==> src/rtl/core/sid_pkg.sv <==
// ----------------------------------------------------------------------------
// sid_pkg
// Shared types for the signed integer divider: controller states and the
// command word from the controller to the datapath.
// ----------------------------------------------------------------------------
package sid_pkg;

  typedef enum logic [1:0] {
    ST_IDLE,
    ST_DIV,
    ST_FIX
  } sid_state_t;

  typedef struct packed {
    logic load;    // capture operands, magnitudes and special-case flags
    logic step;    // one restoring shift-subtract iteration
    logic finish;  // sign fixup, saturation, register the result word
  } sid_cmd_t;

endpackage

==> src/rtl/core/sid_ctrl.sv <==
// ----------------------------------------------------------------------------
// sid_ctrl
// Sequencer: accepts a word, runs DATA_WIDTH divide steps and a fixup step,
// then pulses done with the registered result.
// ----------------------------------------------------------------------------
module sid_ctrl #(
  parameter int DATA_WIDTH = 32
) (
  input  logic              clk,
  input  logic              rst,
  input  logic              start,
  output logic              busy,
  output logic              done,
  output sid_pkg::sid_cmd_t cmd
);

  localparam int CntW = $clog2(DATA_WIDTH);

  sid_pkg::sid_state_t state, state_next;
  logic [CntW-1:0]     cnt, cnt_next;
  logic                done_next;

  // next state
  always_comb begin
    state_next = state;
    cnt_next   = cnt;
    unique case (state)
      sid_pkg::ST_IDLE: begin
        if (start) begin
          state_next = sid_pkg::ST_DIV;
          cnt_next   = CntW'(DATA_WIDTH - 1);
        end
      end
      sid_pkg::ST_DIV: begin
        if (cnt == '0) begin
          state_next = sid_pkg::ST_FIX;
        end else begin
          cnt_next = cnt - CntW'(1);
        end
      end
      sid_pkg::ST_FIX: begin
        state_next = sid_pkg::ST_IDLE;
      end
      default: begin
        state_next = sid_pkg::ST_IDLE;
      end
    endcase
  end

  // outputs
  always_comb begin
    cmd       = '0;
    busy      = 1'b1;
    done_next = 1'b0;
    unique case (state)
      sid_pkg::ST_IDLE: begin
        busy     = 1'b0;
        cmd.load = start;
      end
      sid_pkg::ST_DIV: begin
        cmd.step = 1'b1;
      end
      sid_pkg::ST_FIX: begin
        cmd.finish = 1'b1;
        done_next  = 1'b1;
      end
      default: begin
        busy = 1'b1;
      end
    endcase
  end

  always_ff @(posedge clk) begin
    if (rst) begin
      state <= sid_pkg::ST_IDLE;
      cnt   <= '0;
      done  <= 1'b0;
    end else begin
      state <= state_next;
      cnt   <= cnt_next;
      done  <= done_next;
    end
  end

  a_accept_starts_div: assert property (@(posedge clk) disable iff (rst)
    (start && !busy) |=> (state == sid_pkg::ST_DIV && cnt == CntW'(DATA_WIDTH - 1)))
    else $error("accepted word did not start the divide loop");

  a_last_step_to_fix: assert property (@(posedge clk) disable iff (rst)
    (state == sid_pkg::ST_DIV && cnt == '0) |=> (state == sid_pkg::ST_FIX))
    else $error("divide loop did not end in fixup");

  a_done_after_fix: assert property (@(posedge clk) disable iff (rst)
    done |-> (!busy || $past(state) == sid_pkg::ST_FIX))
    else $error("done without a fixup cycle");

endmodule

==> src/rtl/core/sid_dp.sv <==
// ----------------------------------------------------------------------------
// sid_dp
// Datapath: operand magnitudes, restoring shift-subtract loop, sign fixup
// and saturation, result registers.
// ----------------------------------------------------------------------------
module sid_dp #(
  parameter int DATA_WIDTH = 32
) (
  input  logic                         clk,
  input  sid_pkg::sid_cmd_t            cmd,
  input  logic signed [DATA_WIDTH-1:0] dividend_in,
  input  logic signed [DATA_WIDTH-1:0] divisor_in,
  output logic signed [DATA_WIDTH-1:0] quotient,
  output logic                         saturated
);

  localparam logic [DATA_WIDTH-1:0] MaxPos = {1'b0, {(DATA_WIDTH-1){1'b1}}};
  localparam logic [DATA_WIDTH-1:0] MinNeg = {1'b1, {(DATA_WIDTH-1){1'b0}}};

  logic [DATA_WIDTH-1:0] num;   // dividend bits out, quotient bits in
  logic [DATA_WIDTH-1:0] rem;
  logic [DATA_WIDTH-1:0] den;
  logic                  neg;   // quotient sign
  logic                  sat;   // zero divisor or MIN / -1

  logic [DATA_WIDTH-1:0] a_u, b_u;
  logic [DATA_WIDTH:0]   trial;

  assign a_u   = dividend_in;
  assign b_u   = divisor_in;
  assign trial = {rem, num[DATA_WIDTH-1]} - {1'b0, den};

  always_ff @(posedge clk) begin
    if (cmd.load) begin
      num <= a_u[DATA_WIDTH-1] ? ('0 - a_u) : a_u;
      den <= b_u[DATA_WIDTH-1] ? ('0 - b_u) : b_u;
      rem <= '0;
      neg <= a_u[DATA_WIDTH-1] ^ b_u[DATA_WIDTH-1];
      sat <= (b_u == '0) || (b_u == '1 && a_u == MinNeg);
    end else if (cmd.step) begin
      if (!trial[DATA_WIDTH]) begin
        rem <= trial[DATA_WIDTH-1:0];
        num <= {num[DATA_WIDTH-2:0], 1'b1};
      end else begin
        rem <= {rem[DATA_WIDTH-2:0], num[DATA_WIDTH-1]};
        num <= {num[DATA_WIDTH-2:0], 1'b0};
      end
    end
    if (cmd.finish) begin
      saturated <= sat;
      if (sat) begin
        quotient <= MaxPos;
      end else begin
        quotient <= neg ? ('0 - num) : num;
      end
    end
  end

  a_sat_value: assert property (@(posedge clk)
    $past(cmd.finish) && saturated |-> quotient == MaxPos)
    else $error("saturated result is not the largest positive value");

endmodule

==> src/rtl/core/signed_integer_divider.sv <==
// ----------------------------------------------------------------------------
// signed_integer_divider
// Signed DATA_WIDTH-bit divider, quotient truncated toward zero, restoring
// shift-subtract over the operand magnitudes; saturates on divide by zero
// and on the most negative dividend over -1.
// ----------------------------------------------------------------------------
//
//  channel   handshake      word
//  -------   ------------   ---------------------------------------
//  input     start / busy   dividend_in, divisor_in
//  result    done (pulse)   quotient, saturated
//
//  Operands are loaded in the accept cycle, then one quotient bit per cycle
//  comes through the single shared subtractor, then a sign and saturation
//  fixup step follows. done pulses the cycle after fixup.
//  A new word may be started while done is high; busy is low then.
//  Reset (rst, synchronous) returns the sequencer to idle and clears done.
//  The receiver takes each result in its done cycle and cannot stall.
//
module signed_integer_divider #(
  parameter int DATA_WIDTH = 32
) (
  input  logic                         clk,
  input  logic                         rst,
  input  logic                         start,
  output logic                         busy,
  input  logic signed [DATA_WIDTH-1:0] dividend_in,
  input  logic signed [DATA_WIDTH-1:0] divisor_in,
  output logic                         done,
  output logic signed [DATA_WIDTH-1:0] quotient,
  output logic                         saturated
);

  sid_pkg::sid_cmd_t cmd;

  // sequencer: load on accept, DATA_WIDTH steps, fixup, done pulse
  sid_ctrl #(
    .DATA_WIDTH (DATA_WIDTH)
  ) u_ctrl (
    .clk   (clk),
    .rst   (rst),
    .start (start),
    .busy  (busy),
    .done  (done),
    .cmd   (cmd)
  );

  // magnitudes, iteration registers and result registers
  sid_dp #(
    .DATA_WIDTH (DATA_WIDTH)
  ) u_dp (
    .clk         (clk),
    .cmd         (cmd),
    .dividend_in (dividend_in),
    .divisor_in  (divisor_in),
    .quotient    (quotient),
    .saturated   (saturated)
  );

endmodule
==> config.mk <==
export PLATFORM = sky130hd
export DESIGN_NAME = signed_integer_divider
export DESIGN_NICKNAME = d
export VERILOG_FILES = /design/src/rtl/core/sid_pkg.sv /design/src/rtl/core/sid_ctrl.sv /design/src/rtl/core/sid_dp.sv /design/src/rtl/core/signed_integer_divider.sv
export SDC_FILE = /design/constraint.sdc
export NUM_CORES = 1
export LEC_CHECK = 0
export BUFFER_PORTS_ARGS = -buffer_cell sky130_fd_sc_hd__buf_2
export CORE_UTILIZATION = 61
export CTS_BUF_LIST = sky130_fd_sc_hd__clkbuf_8
export DETAILED_ROUTE_END_ITERATION = 7
export PLACE_DENSITY = 0.93
export RECOVER_POWER = 50
export SLEW_MARGIN = 25
export SYNTH_ARGS = -nofsm -noshare
export SYNTH_HDL_FRONTEND = slang
export SYNTH_SLANG_ARGS = --single-unit
==> constraint.sdc <==
create_clock -name clk -period 4.4 [get_ports clk]
set_input_delay 0.22 -clock clk [delete_from_list [all_inputs] [get_ports clk]]
set_output_delay 0.22 -clock clk [all_outputs]
set_load 0.01 [all_outputs]
==> impl_metrics.json, run 1 <==
{
  "status": "finished, violations left",
  "violations": "capacitance limit, slew limit",
  "globalRouteTotalUtil_pct": 29.7,
  "p_leak_nw": 3.88,
  "p_per_area_nw_per_um2": 498,
  "drv_cap": 1,
  "cp_max_fo": 16,
  "post-dp-hpwl_mm": 15.8,
  "synth_area_leader_cell": "edfxtp_1",
  "ir_worst_vdd_mv": 0.308,
  "antenna_found_initial": 0,
  "fp.dieH_microns": 123,
  "slew_viol_final": 43,
  "cts_resized": 0,
  "fin_cells": 1218,
  "place_area_sq_um": 9530,
  "setup_tns_ns": 0,
  "min_path_type": "in2reg",
  "power_frac_comb_pct": 40.9,
  "grt-ovfl-total": 0,
  "p_int_mw": 2.94,
  "p_total_mw": 4.90,
  "layout.nets": 1131,
  "ys_types": 65,
  "dr.pass1.iters": 6,
  "yosysSeqAreaShare_pct": 42.6,
  "synthFlopType": "edfxtp_1",
  "seq_power_share_pct": 38.6,
  "synth.net_count": 1035,
  "start_kind": "flip-flop",
  "worstSetupPathType": "reg2reg",
  "setup_viol": 0,
  "min_period_ns": 3.82,
  "critPathCaptureType": "flip-flop",
  "ys_ff_latch": 139,
  "synth_compound_area_share_pct": 18.4,
  "holdWs_ns": 0.0669,
  "cp.arrival_ns": 4.19,
  "place.port_buffers": 101,
  "clk_latency_ns": 0.48,
  "drc": 0,
  "layout-drive-gt1-share_pct": 11.2,
  "crit_required_ns": 4.77,
  "p_switching_mw": 1.97,
  "yosys.area_share.simple_pct": 15.1,
  "grt_pass1_vias": 6793,
  "grt_first_pass_wirelength_mm": 33.9,
  "fin_area_sq_um": 9840,
  "finalHoldViolCount": 0,
  "root_buffer": "clkbuf_8",
  "dp_worst_setup_slack_ns": 0.657,
  "synthCells": 929,
  "coreArea_sq_um": 14000,
  "fin_crit_sh_pct": 86.8,
  "fin_util_pct": 70.1,
  "rows": 43,
  "synth.top_cells.by_area": "edfxtp_1, dfxtp_1, xor2_1",
  "cts_tree": "built",
  "h-tree-depth": 4,
  "max_freq_mhz": 262,
  "synth_top_family_by_area": "compound AO/OA/AOI/OAI gates",
  "die_area_sq_um": 15000,
  "antenna_cells": 0,
  "grt_max_degree": 66,
  "die_w_microns": 123,
  "rsz0062_at_grt": "false",
  "initial_core_util_pct": 63.1,
  "synth-adder-area-share_pct": 5.59,
  "dr.first_iter.drc_count": 778,
  "syn_area_per_cell_sq_um": 9.54,
  "syn_to_final_growth_pct": 11.1,
  "slew_headroom_pct": -66.6,
  "vias_per_cell": 6.15,
  "layout_setup_ws_ns": 0.582,
  "postRouteAntennaNets": 0,
  "synth_xor_xnor_area_share_pct": 11.8,
  "mappedNetlistArea_sq_um": 8860,
  "pwr-share-clk_pct": 20.4,
  "dp_cells": 1185,
  "place.gp.congestion": 0.961,
  "skew_ns": 0.0112,
  "clk_pin_slew_ns": 0.09,
  "clockBufferDepth": 2,
  "yosysWarnings": 0,
  "synth-edff-count": 99,
  "cts_num_sinks": 139,
  "wl_per_cell_microns": 17.5,
  "wl_mm": 21.3,
  "yosysTopAreaCellShare_pct": 33.6,
  "async_reset_ff_share_pct": 0,
  "vias": 7494,
  "final.fill_count": 1065,
  "cts_buffers": 17,
  "swShare_pct": 40.1,
  "muxShareOfSynthArea_pct": 2.71,
  "tightestPinTransition_ns": 2.50,
  "io_pins": 102
}
==> power groups by stage <==
stage	Sequential, mW	Clock [mW]	Combinational, mW
floorplan	1.83	0	1.54
global placement	1.90	0	1.87
detailed placement	1.91	0	1.96
CTS	1.88	1.01	1.99
global route	1.92	1.07	2.19
finish	1.89	1.00	2.01
==> Yosys cell counts, drive strengths merged, types with 3 or more instances <==
cell type  instances
a211oi             4
a21boi             5
a21o              14
a21oi             43
a31oi              3
a32oi              7
and2               4
and3               8
buf                6
clkbuf            28
dfxtp             40
edfxtp            99
ha                38
inv               51
mux2i             24
nand2            133
nand2b             9
nand3             17
nand4             12
nor2              23
nor2b              8
nor3              12
nor4              11
o2111ai            4
o21a               6
o21ai            111
o21bai             5
o31ai             26
o41ai             14
or3                8
or4               18
xnor2             54
xor2              63
==> flip-flops by register name, indices dropped and copies added, names as in the netlist <==
signal          flops
u_ctrl.cnt          5
u_ctrl.done         1
u_dp.quotient      32
u_dp.den           32
u_dp.rem           32
u_dp.saturated      1
u_dp.num           32
u_dp.sat            1
u_dp.neg            1
u_ctrl.state        2
==> layout by cell type (no fill, tap or decap), types with 3 or more instances in the layout <==
cell and count:
inv_8 5, or3_1 8, or4_1 17, nand2b_1 8, buf_2 62, nor2b_1 8
clkbuf_8 17, o21bai_1 5, nor4_1 10, a31oi_1 3, o21ai_0 85, mux2i_1 24
ha_1 38, edfxtp_1 99, nand4_1 12, a21o_1 14, nor3_1 11, dfxtp_1 40
xor2_1 63, a211oi_1 4, inv_6 8, buf_4 6, o41ai_1 12, clkbuf_1 41
a32oi_1 7, nand3_1 16, xnor2_1 53, o21a_1 6, a21boi_0 5, inv_1 51
o2111ai_1 4, o31ai_1 25, a21oi_1 42, o21ai_1 26, and3_1 8, nor2_1 23
nand2_1 132, and2_1 3
==> worst paths after layout <==
path	from	slack, ns	cells after the start	to
setup reg to reg	u_dp.num[31]$_DFFE_PP_	0.58	13	u_dp.rem[1]$_SDFFE_PP0P_
setup / recovery	u_dp.num[31]$_DFFE_PP_	0.58	13	u_dp.rem[1]$_SDFFE_PP0P_
hold / removal	divisor_in[17]	0.07	2	u_dp.den[17]$_DFFE_PP_
hold reg to reg	u_dp.rem[7]$_SDFFE_PP0P_	0.48	2	u_dp.rem[7]$_SDFFE_PP0P_
==> layer usage <==
| layer | track usage, % | up-vias | wire (microns) |
|---|---|---|---|
| met5 | 0 | - | 0 |
| met4 | 11.6 | 0 | 552 |
| met1 | 40.1 | 3482 | 9120 |
| met3 | 6.78 | 53 | 1880 |
| li1 | - | 3591 | - |
| met2 | 46.3 | 368 | 9750 |
==> layout make-up <==
cell class	instances	area, sq um	area share (%)
well taps	180	225	2.29
clock buffers	17	234	2.38
inverters	52	195	1.98
flip-flops and latches	139	3770	38.3
clock inverters	15	143	1.45
multi-input cells	704	4730	48.1
repair buffers	111	539	5.48
==> worst max-delay path, stage by stage, from the launching register on <==
cell and delay, ns:
edfxtp_1 0.38, inv_1 0.07, ha_1 0.21, fa_1 0.40, and2b_1 0.23, o2111ai_1 0.15, a2111oi_2 0.46, nor3_2 0.14
o41ai_4 0.53, a21oi_4 0.16, xnor2_4 0.41, buf_12 0.23, nand2_1 0.09, a32o_1 0.26
==> cell families after synthesis <==
logic type,Yosys count
flip-flops,139
AO/OA/AOI/OAI,254
multiplexers,24
adder cells (fa/ha/maj),39
buffers and inverters,86
AND/OR/NAND/NOR,270
XOR/XNOR,117
==> what timing repair did <==
item,CTS,global route
hold buffers,1,0
endpoints found under the hold margin,3,0
setup buffers,0,0
Note: power is estimated with default switching activity, not from simulation.
==> inputs of run 2 (changes only) <==
BUFFER_PORTS_ARGS = -buffer_cell sky130_fd_sc_hd__clkbuf_2   (was -buffer_cell sky130_fd_sc_hd__buf_2)
==> impl_metrics.json, run 2 (synthesis results as in run 1) <==
{
  "status": "finished, violations left",
  "violations": "capacitance limit, slew limit",
  "cp_max_fo": 9,
  "max_freq_mhz": 255,
  "fin_cells": 1216,
  "antenna_cells": 0,
  "postRouteAntennaNets": 0,
  "cp.arrival_ns": 4.30,
  "rsz0062_at_grt": "false",
  "slew_headroom_pct": -57.2,
  "grt_pass1_vias": 6899,
  "wl_mm": 21.3,
  "globalRouteTotalUtil_pct": 29.3,
  "rows": 43,
  "clockBufferDepth": 2,
  "grt-ovfl-total": 0,
  "crit_required_ns": 4.78,
  "critPathSlowestCell": "o41ai_4",
  "setup_tns_ns": 0,
  "cts_tree": "built",
  "tightestPinTransition_ns": 2.36,
  "fp.dieH_microns": 123,
  "post-dp-hpwl_mm": 15.8,
  "io_pins": 102,
  "initial_core_util_pct": 63.1,
  "layout.nets": 1129,
  "final_cell_mix": "nand2_1, edfxtp_1, o21ai_0, clkbuf_2, xor2_1",
  "fin_crit_sh_pct": 89.0,
  "worst_path_largest_cell_delay_ns": 0.57,
  "post_cts_buffers": 0,
  "drc": 0,
  "worstSetupPathType": "reg2reg",
  "syn_to_final_growth_pct": 11.0,
  "holdBufCountCts": 0,
  "clk_pin_slew_ns": 0.08,
  "min_period_ns": 3.92,
  "grt_first_pass_wirelength_mm": 33.6,
  "vias_per_cell": 6.14,
  "p_per_area_nw_per_um2": 496,
  "grt_max_degree": 65,
  "cts_num_sinks": 139,
  "drv_cap": 3,
  "p_total_mw": 4.88,
  "setup_viol": 0,
  "p_leak_nw": 3.86,
  "finalHoldViolCount": 0,
  "min_path_type": "in2reg",
  "skew_ns": 0.0141,
  "dr.first_iter.drc_count": 798,
  "slew_viol_final": 139,
  "critPathCaptureType": "flip-flop",
  "place.gp.congestion": 0.940,
  "die_area_sq_um": 15000,
  "layout-drive-gt1-share_pct": 11.4,
  "start_kind": "flip-flop",
  "dp_cells": 1184,
  "final.fill_count": 1031,
  "path_cells": "inv_1 -> ha_1 -> fa_1 -> and2b_1 -> o2111ai_1 -> a2111oi_2 -> nor3_2 -> o41ai_4 -> a21oi_4 -> xnor2_4 -> nand2_1 -> o31ai_1",
  "coreArea_sq_um": 14000,
  "dr.pass1.iters": 8,
  "antenna_found_initial": 0,
  "h-tree-depth": 4,
  "wl_per_cell_microns": 17.5,
  "cts_resized": 0,
  "root_buffer": "clkbuf_8",
  "die_w_microns": 123,
  "vias": 7467,
  "place.port_buffers": 101,
  "cts_buffers": 17,
  "clk_latency_ns": 0.47,
  "ir_worst_vdd_mv": 0.301,
  "final_common_cell": "nand2_1"
}
run 2: cell count changes in the layout (fill, tap and decap cells not counted), moves of 2 or more:
cell / before / now
clkbuf_2: 0 / 64
buf_2: 62 / 0
clkinvlp_4: 1 / 6
inv_8: 5 / 0
inv_6: 8 / 4
buf_4: 6 / 3
clkinv_4: 1 / 3
or4_1: 17 / 15
or4_4: 1 / 3
run 2: worst paths after layout:
| kind | startpoint | to | slack (ns) | depth (start not counted) |
|---|---|---|---|---|
| worst max-delay path | u_dp.num[31]$_DFFE_PP_ | u_dp.rem[31]$_SDFFE_PP0P_ | 0.48 | 12 |
| worst min-delay path | rst | u_ctrl.cnt[1]$_SDFFE_PP0P_ | 0.05 | 2 |
| worst max register to register | u_dp.num[31]$_DFFE_PP_ | u_dp.rem[31]$_SDFFE_PP0P_ | 0.48 | 12 |
| worst min register to register | u_dp.rem[5]$_SDFFE_PP0P_ | u_dp.rem[5]$_SDFFE_PP0P_ | 0.47 | 2 |
run 2: metrics by stage:
stage               cell area (sq um)  hold slack, ns  util [%]  setup WS [ns]
floorplan                        8860           0.319         -           1.14
global placement                 9520           0.458      67.8          0.765
detailed placement               9520           0.465      67.8          0.540
CTS                              9900          0.0294      70.5          0.473
global route                     9840          0.0568      70.1          0.262
finish                           9840          0.0467      70.1          0.482
run 2: worst max-delay path, delay by kind of cell (launching register included):
kind / cells / cell delay [ns]
buffers and inverters: 1 / 0.07
AND/OR/NAND/NOR: 3 / 0.69
adder cells (fa/ha/maj): 2 / 0.62
XOR/XNOR: 1 / 0.41
AO/OA/AOI/OAI: 5 / 1.67
flip-flops: 1 / 0.38
run 2: per-layer routing:
layer  part of all wire, %  track usage [%]  wire, microns
met5                     0                0              0
met4                   2.6             11.5            547
met3                   8.2             5.90           1740
met2                    46             46.9           9840
met1                    43             39.1           9180
run 2: power by group:
| group | switching, mW | total, mW | internal (mW) |
|---|---|---|---|
| Clock | 0.530 | 0.981 | 0.451 |
| Combinational | 1.16 | 2.01 | 0.842 |
| Sequential | 0.220 | 1.89 | 1.67 |
| Total | 1.91 | 4.88 | 2.97 |
run 2: cell type report:
type | instances | area, sq um | share of cell area, %
Multi-Input combinational cell | 704 | 4750 | 48.3
Clock inverter | 15 | 140 | 1.42
Clock buffer | 17 | 234 | 2.38
Timing Repair Buffer | 109 | 517 | 5.25
Inverter | 52 | 195 | 1.98
Tap cell | 180 | 225 | 2.29
Sequential cell | 139 | 3770 | 38.4
